**config.mk**
```make
export PLATFORM = sky130hd
export DESIGN_NAME = morse_character_keyer_flat
export DESIGN_NICKNAME = d
export VERILOG_FILES = /design/src/hw/rtl/mck_pkg.sv /design/src/hw/rtl/mck_in_if.sv /design/src/hw/rtl/mck_out_if.sv /design/src/hw/rtl/mck_cfg_if.sv /design/src/hw/rtl/morse_character_keyer.sv /design/src/flat_wrapper.sv
export SDC_FILE = /design/constraint.sdc
export NUM_CORES = 1
export LEC_CHECK = 0
export BUFFER_PORTS_ARGS = -buffer_cell sky130_fd_sc_hd__buf_2
export CAP_MARGIN = 10
export CELL_PAD_IN_SITES_DETAIL_PLACEMENT = 1
export CELL_PAD_IN_SITES_GLOBAL_PLACEMENT = 2
export CORE_ASPECT_RATIO = 0.7
export CORE_MARGIN = 2
export CORE_UTILIZATION = 39
export CTS_CLUSTER_DIAMETER = 150
export DETAILED_ROUTE_END_ITERATION = 8
export GPL_TIMING_DRIVEN = 0
export PLACE_DENSITY_LB_ADDON = 0.1
export SYNTH_ARGS = -nofsm -noshare
export SYNTH_HDL_FRONTEND = slang
export SYNTH_SLANG_ARGS = --single-unit
```
**constraint.sdc**
```tcl
create_clock -name clk -period 8.45 [get_ports clk]
set_input_delay 2.535 -clock clk [delete_from_list [all_inputs] [get_ports clk]]
set_output_delay 2.535 -clock clk [all_outputs]
set_load 0.005 [all_outputs]
```
**src/hw/rtl/mck_pkg.sv**
```systemverilog
// Package for the Morse character keyer: field types, state codes and the
// packed Morse code table. No dependencies.
`timescale 1ns / 1ps

package mck_pkg;

  typedef logic [7:0]  char_t;
  typedef logic [7:0]  code_t;
  typedef logic [2:0]  units_t;
  typedef logic [15:0] dot_len_t;
  typedef logic [18:0] dur_t;

  localparam int unsigned TableSize = 43;
  localparam char_t  CharSpace    = 8'h20;
  localparam char_t  CharFullStop = 8'h2E;
  localparam char_t  CharSlash    = 8'h2F;
  localparam char_t  CharFirst    = 8'h30;
  localparam char_t  CharLast     = 8'h5A;
  localparam code_t  CodeFullStop = 8'h95;
  localparam code_t  CodeSlash    = 8'hD2;
  localparam code_t  CodeUnknown  = 8'h8C;
  localparam dot_len_t DotLenReset = 16'd100;

  localparam units_t UnitsDot   = 3'd1;
  localparam units_t UnitsDash  = 3'd3;
  localparam units_t UnitsCharGap = 3'd2;
  localparam units_t UnitsWordGap = 3'd6;

  localparam code_t MORSE_TABLE [TableSize] = '{
    8'hDF, 8'hCF, 8'hC7, 8'hC3, 8'hC1, 8'hC0, 8'hD0, 8'hD8, 8'hDC, 8'hDE,
    8'hB8, 8'hAA, 8'h8C, 8'hD1, 8'h8C, 8'h8C, 8'h9A,
    8'hF9, 8'hE8, 8'hEA, 8'hF4, 8'hFC, 8'hE2, 8'hF6, 8'hE0, 8'hF8, 8'hE7,
    8'hF5, 8'hE4, 8'hFB, 8'hFA, 8'hF7, 8'hE6, 8'hED, 8'hF2, 8'hF0, 8'hFD,
    8'hF1, 8'hE1, 8'hF3, 8'hE9, 8'hEB, 8'hEC
  };

  // Maps a character to its packed code; unknown characters send '?'.
  function automatic code_t lookup_code(input char_t c);
    logic [5:0] idx;
    code_t      code;
    idx = 6'(c - CharFirst);
    if (c >= CharFirst && c <= CharLast) begin
      code = MORSE_TABLE[idx];
    end else if (c == CharFullStop) begin
      code = CodeFullStop;
    end else if (c == CharSlash) begin
      code = CodeSlash;
    end else begin
      code = CodeUnknown;
    end
    return code;
  endfunction

endpackage

```
**src/hw/rtl/mck_in_if.sv**
```systemverilog
// Character request channel of the Morse character keyer.
// Depends on mck_pkg.
`timescale 1ns / 1ps

interface mck_in_if;
  import mck_pkg::*;
  logic  valid;
  logic  ready;
  char_t character_code;
  modport source (output valid, output character_code, input ready);
  modport sink   (input valid, input character_code, output ready);
endinterface

```
**src/hw/rtl/mck_out_if.sv**
```systemverilog
// Key segment request channel of the Morse character keyer.
// Depends on mck_pkg.
`timescale 1ns / 1ps

interface mck_out_if;
  import mck_pkg::*;
  logic   valid;
  logic   ready;
  logic   key_on;
  units_t units;
  dur_t   duration;
  logic   last;
  modport source (output valid, output key_on, output units, output duration,
                  output last, input ready);
  modport sink   (input valid, input key_on, input units, input duration,
                  input last, output ready);
endinterface

```
**src/hw/rtl/mck_cfg_if.sv**
```systemverilog
// Dot length write channel of the Morse character keyer.
// Depends on mck_pkg.
`timescale 1ns / 1ps

interface mck_cfg_if;
  import mck_pkg::*;
  logic     valid;
  logic     ready;
  dot_len_t dot_length;
  modport source (output valid, output dot_length, input ready);
  modport sink   (input valid, input dot_length, output ready);
endinterface

```
**src/hw/rtl/morse_character_keyer.sv**
```systemverilog
// Morse character keyer: turns one ASCII character into a run of key segments.
// Depends on mck_pkg and the interfaces mck_in_if, mck_out_if and mck_cfg_if.
//
//  Channel | Direction | Payload                          | Request
//  in_ch   | sink      | character_code                   | one character
//  out_ch  | source    | key_on, units, duration, last    | one key segment
//  cfg_ch  | sink      | dot_length                       | one register write
//
// The code shifts out of a register: the skip state drops each leading one bit
// and the marker zero, then each element gives a keyed segment and its space
// while out_ch takes them, and a closing gap segment ends the character.
// rst_n is synchronous; it clears the sequencer and sets dot_length to 100.
// A stalled out_ch holds the segment states, not the skip; in_ch is ready whenever the sequencer is idle.
`timescale 1ns / 1ps

module morse_character_keyer (
  input logic clk,
  input logic rst_n,
  mck_in_if.sink    in_ch,
  mck_out_if.source out_ch,
  mck_cfg_if.sink   cfg_ch
);
  import mck_pkg::*;

  localparam logic [2:0] S_IDLE = 3'd0;
  localparam logic [2:0] S_SKIP = 3'd1;
  localparam logic [2:0] S_ON   = 3'd2;
  localparam logic [2:0] S_OFF  = 3'd3;
  localparam logic [2:0] S_GAP  = 3'd4;

  logic [2:0] state_r, state_nxt;
  code_t      code_r, code_nxt;
  logic [3:0] cnt_r, cnt_nxt;
  logic       space_r, space_nxt;
  dot_len_t   dot_len_r;

  logic   out_valid_r;
  logic   key_on_r;
  units_t units_r;
  dur_t   duration_r;
  logic   last_r;

  logic   adv;
  logic   load;
  logic   seg_on;
  units_t seg_units;
  logic   seg_last;
  dur_t   seg_dur;
  dur_t   d19;

  assign in_ch.ready  = (state_r == S_IDLE);
  assign cfg_ch.ready = 1'b1;
  assign adv = !out_valid_r || out_ch.ready;

  always_comb begin
    state_nxt = state_r;
    code_nxt  = code_r;
    cnt_nxt   = cnt_r;
    space_nxt = space_r;
    load      = 1'b0;
    seg_on    = 1'b0;
    seg_units = UnitsCharGap;
    seg_last  = 1'b0;
    unique case (state_r)
      S_IDLE: begin
        if (in_ch.valid) begin
          code_nxt  = lookup_code(in_ch.character_code);
          cnt_nxt   = 4'd8;
          space_nxt = (in_ch.character_code == CharSpace);
          state_nxt = (in_ch.character_code == CharSpace) ? S_GAP : S_SKIP;
        end
      end
      S_SKIP: begin
        if (cnt_r == 4'd0) begin
          state_nxt = S_GAP;
        end else begin
          code_nxt = {code_r[6:0], 1'b0};
          cnt_nxt  = cnt_r - 4'd1;
          if (!code_r[7]) begin
            state_nxt = (cnt_r == 4'd1) ? S_GAP : S_ON;
          end
        end
      end
      S_ON: begin
        if (adv) begin
          load      = 1'b1;
          seg_on    = 1'b1;
          seg_units = code_r[7] ? UnitsDash : UnitsDot;
          state_nxt = S_OFF;
        end
      end
      S_OFF: begin
        if (adv) begin
          load      = 1'b1;
          seg_units = UnitsDot;
          code_nxt  = {code_r[6:0], 1'b0};
          cnt_nxt   = cnt_r - 4'd1;
          state_nxt = (cnt_r == 4'd1) ? S_GAP : S_ON;
        end
      end
      S_GAP: begin
        if (adv) begin
          load      = 1'b1;
          seg_units = space_r ? UnitsWordGap : UnitsCharGap;
          seg_last  = 1'b1;
          state_nxt = S_IDLE;
        end
      end
      default: state_nxt = S_IDLE;
    endcase
  end

  // Units are at most 6, so the product is three gated shifted adds.
  assign d19 = 19'(dot_len_r);
  assign seg_dur = (seg_units[0] ? d19 : '0) + (seg_units[1] ? (d19 << 1) : '0)
                 + (seg_units[2] ? (d19 << 2) : '0);

  always_ff @(posedge clk) begin
    if (!rst_n) begin
      state_r     <= S_IDLE;
      cnt_r       <= '0;
      space_r     <= 1'b0;
      dot_len_r   <= DotLenReset;
      out_valid_r <= 1'b0;
    end else begin
      state_r <= state_nxt;
      cnt_r   <= cnt_nxt;
      space_r <= space_nxt;
      if (cfg_ch.valid) begin
        dot_len_r <= cfg_ch.dot_length;
      end
      if (load) begin
        out_valid_r <= 1'b1;
      end else if (out_ch.ready) begin
        out_valid_r <= 1'b0;
      end
    end
  end

  always_ff @(posedge clk) begin
    code_r <= code_nxt;
    if (load) begin
      key_on_r   <= seg_on;
      units_r    <= seg_units;
      duration_r <= seg_dur;
      last_r     <= seg_last;
    end
  end

  assign out_ch.valid    = out_valid_r;
  assign out_ch.key_on   = key_on_r;
  assign out_ch.units    = units_r;
  assign out_ch.duration = duration_r;
  assign out_ch.last     = last_r;

  a_accept_leaves_idle: assert property (@(posedge clk) disable iff (!rst_n)
    (in_ch.valid && in_ch.ready) |=> (state_r != S_IDLE))
    else $error("accepted character did not start the sequencer");

  a_last_ends_char: assert property (@(posedge clk) disable iff (!rst_n)
    (load && seg_last) |=> (state_r == S_IDLE))
    else $error("closing gap did not return the sequencer to idle");

  a_units_legal: assert property (@(posedge clk) disable iff (!rst_n)
    out_valid_r |-> (units_r == UnitsDot || units_r == UnitsCharGap ||
                     units_r == UnitsDash || units_r == UnitsWordGap))
    else $error("segment carries an illegal unit count");

  a_on_has_bits: assert property (@(posedge clk) disable iff (!rst_n)
    (state_r == S_ON || state_r == S_OFF) |-> (cnt_r != 4'd0))
    else $error("element state entered with no code bits left");

  a_on_then_off: assert property (@(posedge clk) disable iff (!rst_n)
    (load && seg_on) |=> (state_r == S_OFF))
    else $error("keyed segment not followed by its space");

endmodule

```
**src/flat_wrapper.sv**
```systemverilog
// flat-port wrapper written by rule: the top's interface ports become plain ports
module morse_character_keyer_flat import mck_pkg::*;
  (clk, rst_n, in_ch_valid, in_ch_character_code, in_ch_ready, out_ch_valid, out_ch_key_on, out_ch_units, out_ch_duration, out_ch_last, out_ch_ready, cfg_ch_valid, cfg_ch_dot_length, cfg_ch_ready);
  mck_in_if in_ch_i ();
  mck_out_if out_ch_i ();
  mck_cfg_if cfg_ch_i ();
  input logic clk;
  input logic rst_n;
  input wire logic [$bits(in_ch_i.valid)-1:0] in_ch_valid;
  input wire logic [$bits(in_ch_i.character_code)-1:0] in_ch_character_code;
  output wire logic [$bits(in_ch_i.ready)-1:0] in_ch_ready;
  output wire logic [$bits(out_ch_i.valid)-1:0] out_ch_valid;
  output wire logic [$bits(out_ch_i.key_on)-1:0] out_ch_key_on;
  output wire logic [$bits(out_ch_i.units)-1:0] out_ch_units;
  output wire logic [$bits(out_ch_i.duration)-1:0] out_ch_duration;
  output wire logic [$bits(out_ch_i.last)-1:0] out_ch_last;
  input wire logic [$bits(out_ch_i.ready)-1:0] out_ch_ready;
  input wire logic [$bits(cfg_ch_i.valid)-1:0] cfg_ch_valid;
  input wire logic [$bits(cfg_ch_i.dot_length)-1:0] cfg_ch_dot_length;
  output wire logic [$bits(cfg_ch_i.ready)-1:0] cfg_ch_ready;
  assign in_ch_i.valid = in_ch_valid;
  assign in_ch_i.character_code = in_ch_character_code;
  assign in_ch_ready = in_ch_i.ready;
  assign out_ch_valid = out_ch_i.valid;
  assign out_ch_key_on = out_ch_i.key_on;
  assign out_ch_units = out_ch_i.units;
  assign out_ch_duration = out_ch_i.duration;
  assign out_ch_last = out_ch_i.last;
  assign out_ch_i.ready = out_ch_ready;
  assign cfg_ch_i.valid = cfg_ch_valid;
  assign cfg_ch_i.dot_length = cfg_ch_dot_length;
  assign cfg_ch_ready = cfg_ch_i.ready;
  morse_character_keyer u_core (.clk(clk), .rst_n(rst_n), .in_ch(in_ch_i), .out_ch(out_ch_i), .cfg_ch(cfg_ch_i));
endmodule
```
==> results_dict.tcl, run 1 <==
set metrics [dict create \
    synth_cells 472 \
    syn_nets 545 \
    p_leak_uw 0.00230 \
    ff2ff_path_depth 13 \
    cts_max_level 3 \
    holdWs_ps 521 \
    dp_hpwl_mm 9.41 \
    hp-class "register to register" \
    cts.hold.buffers_added 0 \
    antenna_left 0 \
    clkLatencyLatePin_ps 330 \
    synthFlopType "edfxtp_1" \
    status "finished clean" \
    cp_cell_sequence "buf_2 -> nor2b_1 -> nor3_2 -> o21ai_1 -> clkbuf_1 -> nand2_1 -> fa_1 -> inv_1 -> ha_1 -> a21o_1 -> a31o_2 -> o21ai_0 -> a32oi_1 -> xor2_1" \
    slew_violations 0 \
    final_hold_viol_count 0 \
    clock-sinks 57 \
    syn_to_final_growth_pct 18.1 \
    synth-seq-area-share_pct 34.0 \
    synth_area_leaders "edfxtp_1 22%, dfxtp_1 12%, ha_1 8.4%, fa_1 7.0%, nand2_1 6.1%" \
    overflow 0 \
    grt_max_degree 14 \
    grtUsageTotal_pct 22.2 \
    finalCritPeriodShare_pct 79.0 \
    grt_pass1_wl_mm 20.3 \
    fp.dieArea_mm2 0.0119 \
    wirelength_mm 12.3 \
    ys_types 70 \
    cp.required_ps 8520 \
    r2r_end "u_core.out_ch.duration[15]" \
    power.density_mw_per_mm2 193 \
    drv_cap 0 \
    clock.fmax_ghz 0.150 \
    synth-edff-count 32 \
    die_w_um 130 \
    via_per_inst 5.46 \
    grt_pass1_vias 3853 \
    nNetsFinal 609 \
    fp-row-count 32 \
    slowest_stage "o21ai_0" \
    synth_area_per_cell_um2 9.12 \
    cts-root-buf "clkbuf_16" \
    async_flop_share_pct 0 \
    netlist_area_mm2 0.00430 \
    worstSetupPathType "input pin to register" \
    fin_tns_setup_ps 0 \
    worstSetupEndpoint "u_core.out_ch.duration[15]" \
    ff_latch_area_mm2 0.00146 \
    port_buffers 52 \
    slew-limit-headroom_pct 44.3 \
    dr.pass1.iters 5 \
    synth_top_area_share_pct 22.3 \
    grt_setup_unrepaired "false" \
    drc 0 \
    multi_input_area_mm2 0.00256 \
    cp-end-kind "register" \
    irDropWorstVdd_v 0.000124 \
    drive_gt1_share_pct 16.6 \
    critPathLaunchType "input pin" \
    start_util_pct 39.5 \
    postCtsSetupBuffers 0 \
    cp_slowest_stage_delay_ps 590 \
    num_antenna_cells 0 \
    final.setup_skew_ps 10.3 \
    wl_per_cell_um 17.8 \
    numCtsBuffers 9 \
    core_area_mm2 0.0109 \
    fillers 1292 \
    synth_warnings 0 \
    path_max_fanout 10 \
    tightest_slew_ps 835 \
    antenna_found_initial 0 \
    clockBufferDepth 2 \
    r2r_start "u_core.out_ch.valid" \
    crit_start "out_ch_ready" \
    drt_iter0_drc 254 \
    setup_viol 0 \
    min_period_ps 6670 \
    io_pins 56 \
    synth.largest_area_cell "edfxtp_1" \
    gp_congestion 0.841 \
    path_clk_slew_ps 50 \
    die_h_um 91.9 \
    rrSetupSlack_ps 3720 \
    arrival_ps 6750 \
    post_cts_resized 0 \
    cts_tree "built" \
    dr_total_vias 3789 \
    ys_seq_elements 57 \
]
worst max-delay path: cells and delay by family:
kind / cells / cell delay (ps)
compound gates: 5 / 1710
xor+xnor: 1 / 180
buf+inv: 3 / 650
fa+ha+maj: 2 / 900
simple gates: 3 / 750
state kept, by name (all words and copies together) (netlist names), 3 cells and up:
register,count
u_core.out_ch.duration,19
u_core.dot_len_r,16
u_core.code_r,8
u_core.cnt_r,4
u_core.out_ch.units,3
u_core.state_r,3
layer usage:
| metal | global-route usage (%) | routed length, um | vias up |
|---|---|---|---|
| met1 | 34.5 | 6430 | 1868 |
| met4 | 4.93 | 115 | 0 |
| met3 | 4.96 | 715 | 10 |
| met5 | 0 | 0 | - |
| met2 | 31.2 | 5070 | 119 |
| li1 | - | - | 1792 |
final cells by class:
cell class	instances	share of cell area, %
Multi-Input combinational cell	350	50.3
Sequential cell	57	28.7
Timing Repair Buffer	53	5.41
Clock buffer	10	4.50
Tap cell	153	3.77
Inverter	42	3.10
Buffer	23	2.56
Clock inverter	6	1.62
per-stage QoR:
step,total power (uW),instance area (um^2),cells,util [%],worst slack (ps)
2_1_floorplan,514,4300,472,-,2710
3_3_place_gp,585,4750,677,43.7,1630
5_1_grt,1040,5080,694,46.7,1470
6_report,982,5080,694,46.7,1780
3_5_place_dp,595,4770,678,43.8,1570
4_1_cts,989,5080,694,46.7,1840
how the worst min path moves through the flow:
stage          cells after the start          endpoint  slack, ps        startpoint
2_1_floorplan                      2    u_core.space_r        470    u_core.space_r
4_1_cts                            1  u_core.code_r[7]        520  u_core.code_r[6]
6_report                           1  u_core.code_r[7]        520  u_core.code_r[6]
5_1_grt                            1  u_core.code_r[7]        540  u_core.code_r[6]
3_3_place_gp                       1  u_core.code_r[5]        500  u_core.code_r[4]
3_5_place_dp                       1  u_core.code_r[5]        510  u_core.code_r[4]
synth_stat cells, types with 12 or more instances:
| cell | n |
|---|---|
| ha_1 | 29 |
| nor2_1 | 21 |
| nor3_1 | 12 |
| nand2_1 | 70 |
| a21oi_1 | 26 |
| mux2i_1 | 20 |
| fa_1 | 15 |
| o21ai_0 | 17 |
| nor2b_1 | 19 |
| inv_1 | 41 |
| dfxtp_1 | 25 |
| edfxtp_1 | 32 |
cells in the final DEF, fill, tap and decap left out, types with 5 or more instances in the layout:
cell / count
nand2_1: 70
buf_2: 60
inv_1: 41
edfxtp_1: 32
ha_1: 29
a21oi_1: 26
dfxtp_1: 25
nor2_1: 20
mux2i_1: 20
nor2b_1: 19
o21ai_0: 17
fa_1: 15
nor3_1: 12
clkbuf_1: 11
and3_1: 10
a211oi_1: 9
clkbuf_16: 9
xnor2_1: 7
and2_1: 6
nand3_1: 6
nand2b_1: 5
a21o_1: 5
xor2_1: 5
nand4_1: 5
o211a_1: 5
report_power, final:
part,internal (uW),switching [uW]
logic,89.7,137
registers,345,19.1
clock network,256,135
total,691,291
cell families (layout without fill, tap and decap cells):
group,after synthesis,count (layout),share of synthesized area [%]
DFF,57,57,34.0
xor gates and xnor gates,12,12,2.44
adders and majority gates,44,44,15.4
other,1,1,0.0872
AOI/OAI and AO/OA,98,98,15.7
buffers and inverters,65,134,6.69
and+or+nand+nor,172,172,19.9
muxes,23,23,5.79
Note: power is estimated with default switching activity, not from simulation.
==> inputs of run 2 (changes only) <==
--- a/config.mk
+++ b/config.mk
@@ -11,7 +11,7 @@
 export CELL_PAD_IN_SITES_GLOBAL_PLACEMENT = 2
 export CORE_ASPECT_RATIO = 0.7
 export CORE_MARGIN = 2
-export CORE_UTILIZATION = 39
+export CORE_UTILIZATION = 33
 export CTS_CLUSTER_DIAMETER = 150
 export DETAILED_ROUTE_END_ITERATION = 8
 export GPL_TIMING_DRIVEN = 0
==> constraint.sdc (replaced) <==
create_clock -name clk -period 5.9 [get_ports clk]
set_input_delay 1.77 -clock clk [delete_from_list [all_inputs] [get_ports clk]]
set_output_delay 1.77 -clock clk [all_outputs]
set_load 0.005 [all_outputs]
==> results_dict.tcl, run 2 (synthesis results as in run 1) <==
set metrics [dict create \
    cts_tree "built" \
    path_clk_slew_ps 50 \
    dp_hpwl_mm 9.84 \
    p_leak_uw 0.00228 \
    drive_gt1_share_pct 16.5 \
    arrival_ps 5550 \
    dr_total_vias 3683 \
    fin_tns_setup_ps 0 \
    hp-class "register to register" \
    grtUsageTotal_pct 18.8 \
    die_w_um 140 \
    wirelength_mm 12.4 \
    clock-sinks 57 \
    drc 0 \
    crit_start "out_ch_ready" \
    num_antenna_cells 0 \
    hold_start "u_core.code_r[6]" \
    slew-limit-headroom_pct 50.1 \
    drt_iter0_drc 183 \
    slew_violations 0 \
    syn_to_final_growth_pct 17.4 \
    final_hold_viol_count 0 \
    r2r_start "u_core.state_r[1]" \
    path_max_fanout 10 \
    fp.dieArea_mm2 0.0140 \
    wl_per_cell_um 17.6 \
    nNetsFinal 609 \
    drv_cap 0 \
    die_h_um 99.5 \
    clockBufferDepth 2 \
    core_area_mm2 0.0126 \
    postCtsSetupBuffers 0 \
    io_pins 56 \
    tightest_slew_ps 744 \
    overflow 0 \
    setup_viol 0 \
    irDropWorstVdd_v 0.000158 \
    antenna_left 0 \
    cp.required_ps 5960 \
    grt_max_degree 20 \
    place_area_mm2 0.00478 \
    layout_common_cells "70 x nand2_1, 60 x buf_2, 41 x inv_1" \
    gp_congestion 0.806 \
    grt_pass1_vias 3804 \
    start_util_pct 34.2 \
    layout_commonest_cell "nand2_1" \
    fp-row-count 34 \
    grt_setup_unrepaired "false" \
    port_buffers 52 \
    clkLatencyLatePin_ps 320 \
    worstSetupPathType "input pin to register" \
    cp-end-kind "register" \
    cts-root-buf "clkbuf_16" \
    largest_register_ffs 19 \
    dr.pass1.iters 4 \
    critPathLaunchType "input pin" \
    min_period_ps 5490 \
    finalNonFillerCells 703 \
    numCtsBuffers 9 \
    final.setup_skew_ps 7.02 \
    via_per_inst 5.24 \
    antenna_found_initial 0 \
    clock.fmax_ghz 0.182 \
    status "finished clean" \
    dp_cells 687 \
    cts_max_level 3 \
    power.density_mw_per_mm2 260 \
    grt_pass1_wl_mm 20.4 \
    stdcell_area_mm2 0.00505 \
    finalCritPeriodShare_pct 93.1 \
]
-- run 2: worst max-delay path: stages --
cell,delay [ps]
buf_2,100
nor2b_1,400
nor3_2,230
o21ai_2,240
clkbuf_2,350
nand2_1,110
fa_1,520
inv_1,80
fa_1,480
a21o_1,230
a221oi_2,400
o221ai_1,270
a21oi_1,240
xnor2_1,100
-- run 2: area by class of cell --
type | instances | area [um^2]
fillers | 1492 | 7540
multi-input cells | 350 | 2560
flip-flops and latches | 57 | 1460
repair buffers | 53 | 275
clock buffers | 15 | 258
well taps | 162 | 203
inverters | 42 | 158
plain buffers | 23 | 133
clock inverters | 1 | 5.00
-- run 2: stage by stage --
step / hold slack [ps] / setup WS, ps / utilization (%) / total power, uW
2_1_floorplan: 465 / 929 / - / 736
3_3_place_gp: 498 / -191 / 37.8 / 842
3_5_place_dp: 512 / -356 / 38.0 / 854
4_1_cts: 517 / 160 / 40.1 / 1330
5_1_grt: 534 / 125 / 40.1 / 1400
6_report: 510 / 406 / 40.1 / 1310
-- run 2: path summary, 6_finish.rpt --
path	to	slack [ps]	depth (start not counted)
max reg2reg	u_core.out_ch.duration[16]	1380	13
min reg2reg	u_core.code_r[7]	510	1
min	u_core.code_r[7]	510	1
max	u_core.out_ch.duration[16]	410	14
-- run 2: repair_timing --
item                       4_1_cts  5_1_grt
gates cloned                     0        0
setup endpoints to repair        2        5
gates resized for setup          2        3
hold buffers                     0        0
pin swaps                        0        0
-- run 2: routing by layer --
layer,up-vias,GRT usage (%),wire [um]
met5,-,0,0
met4,0,5.85,160
met3,14,3.56,560
met2,85,25.6,4860
li1,1789,-,-
met1,1795,29.5,6770
-- run 2: where the power goes --
part / total (uW) / switching [uW] / leakage (uW) / internal, uW
registers: 522 / 28.2 / 0.000499 / 494
logic: 325 / 197 / 0.00165 / 128
clock network: 465 / 170 / 0.000128 / 295
total: 1310 / 395 / 0.00228 / 918
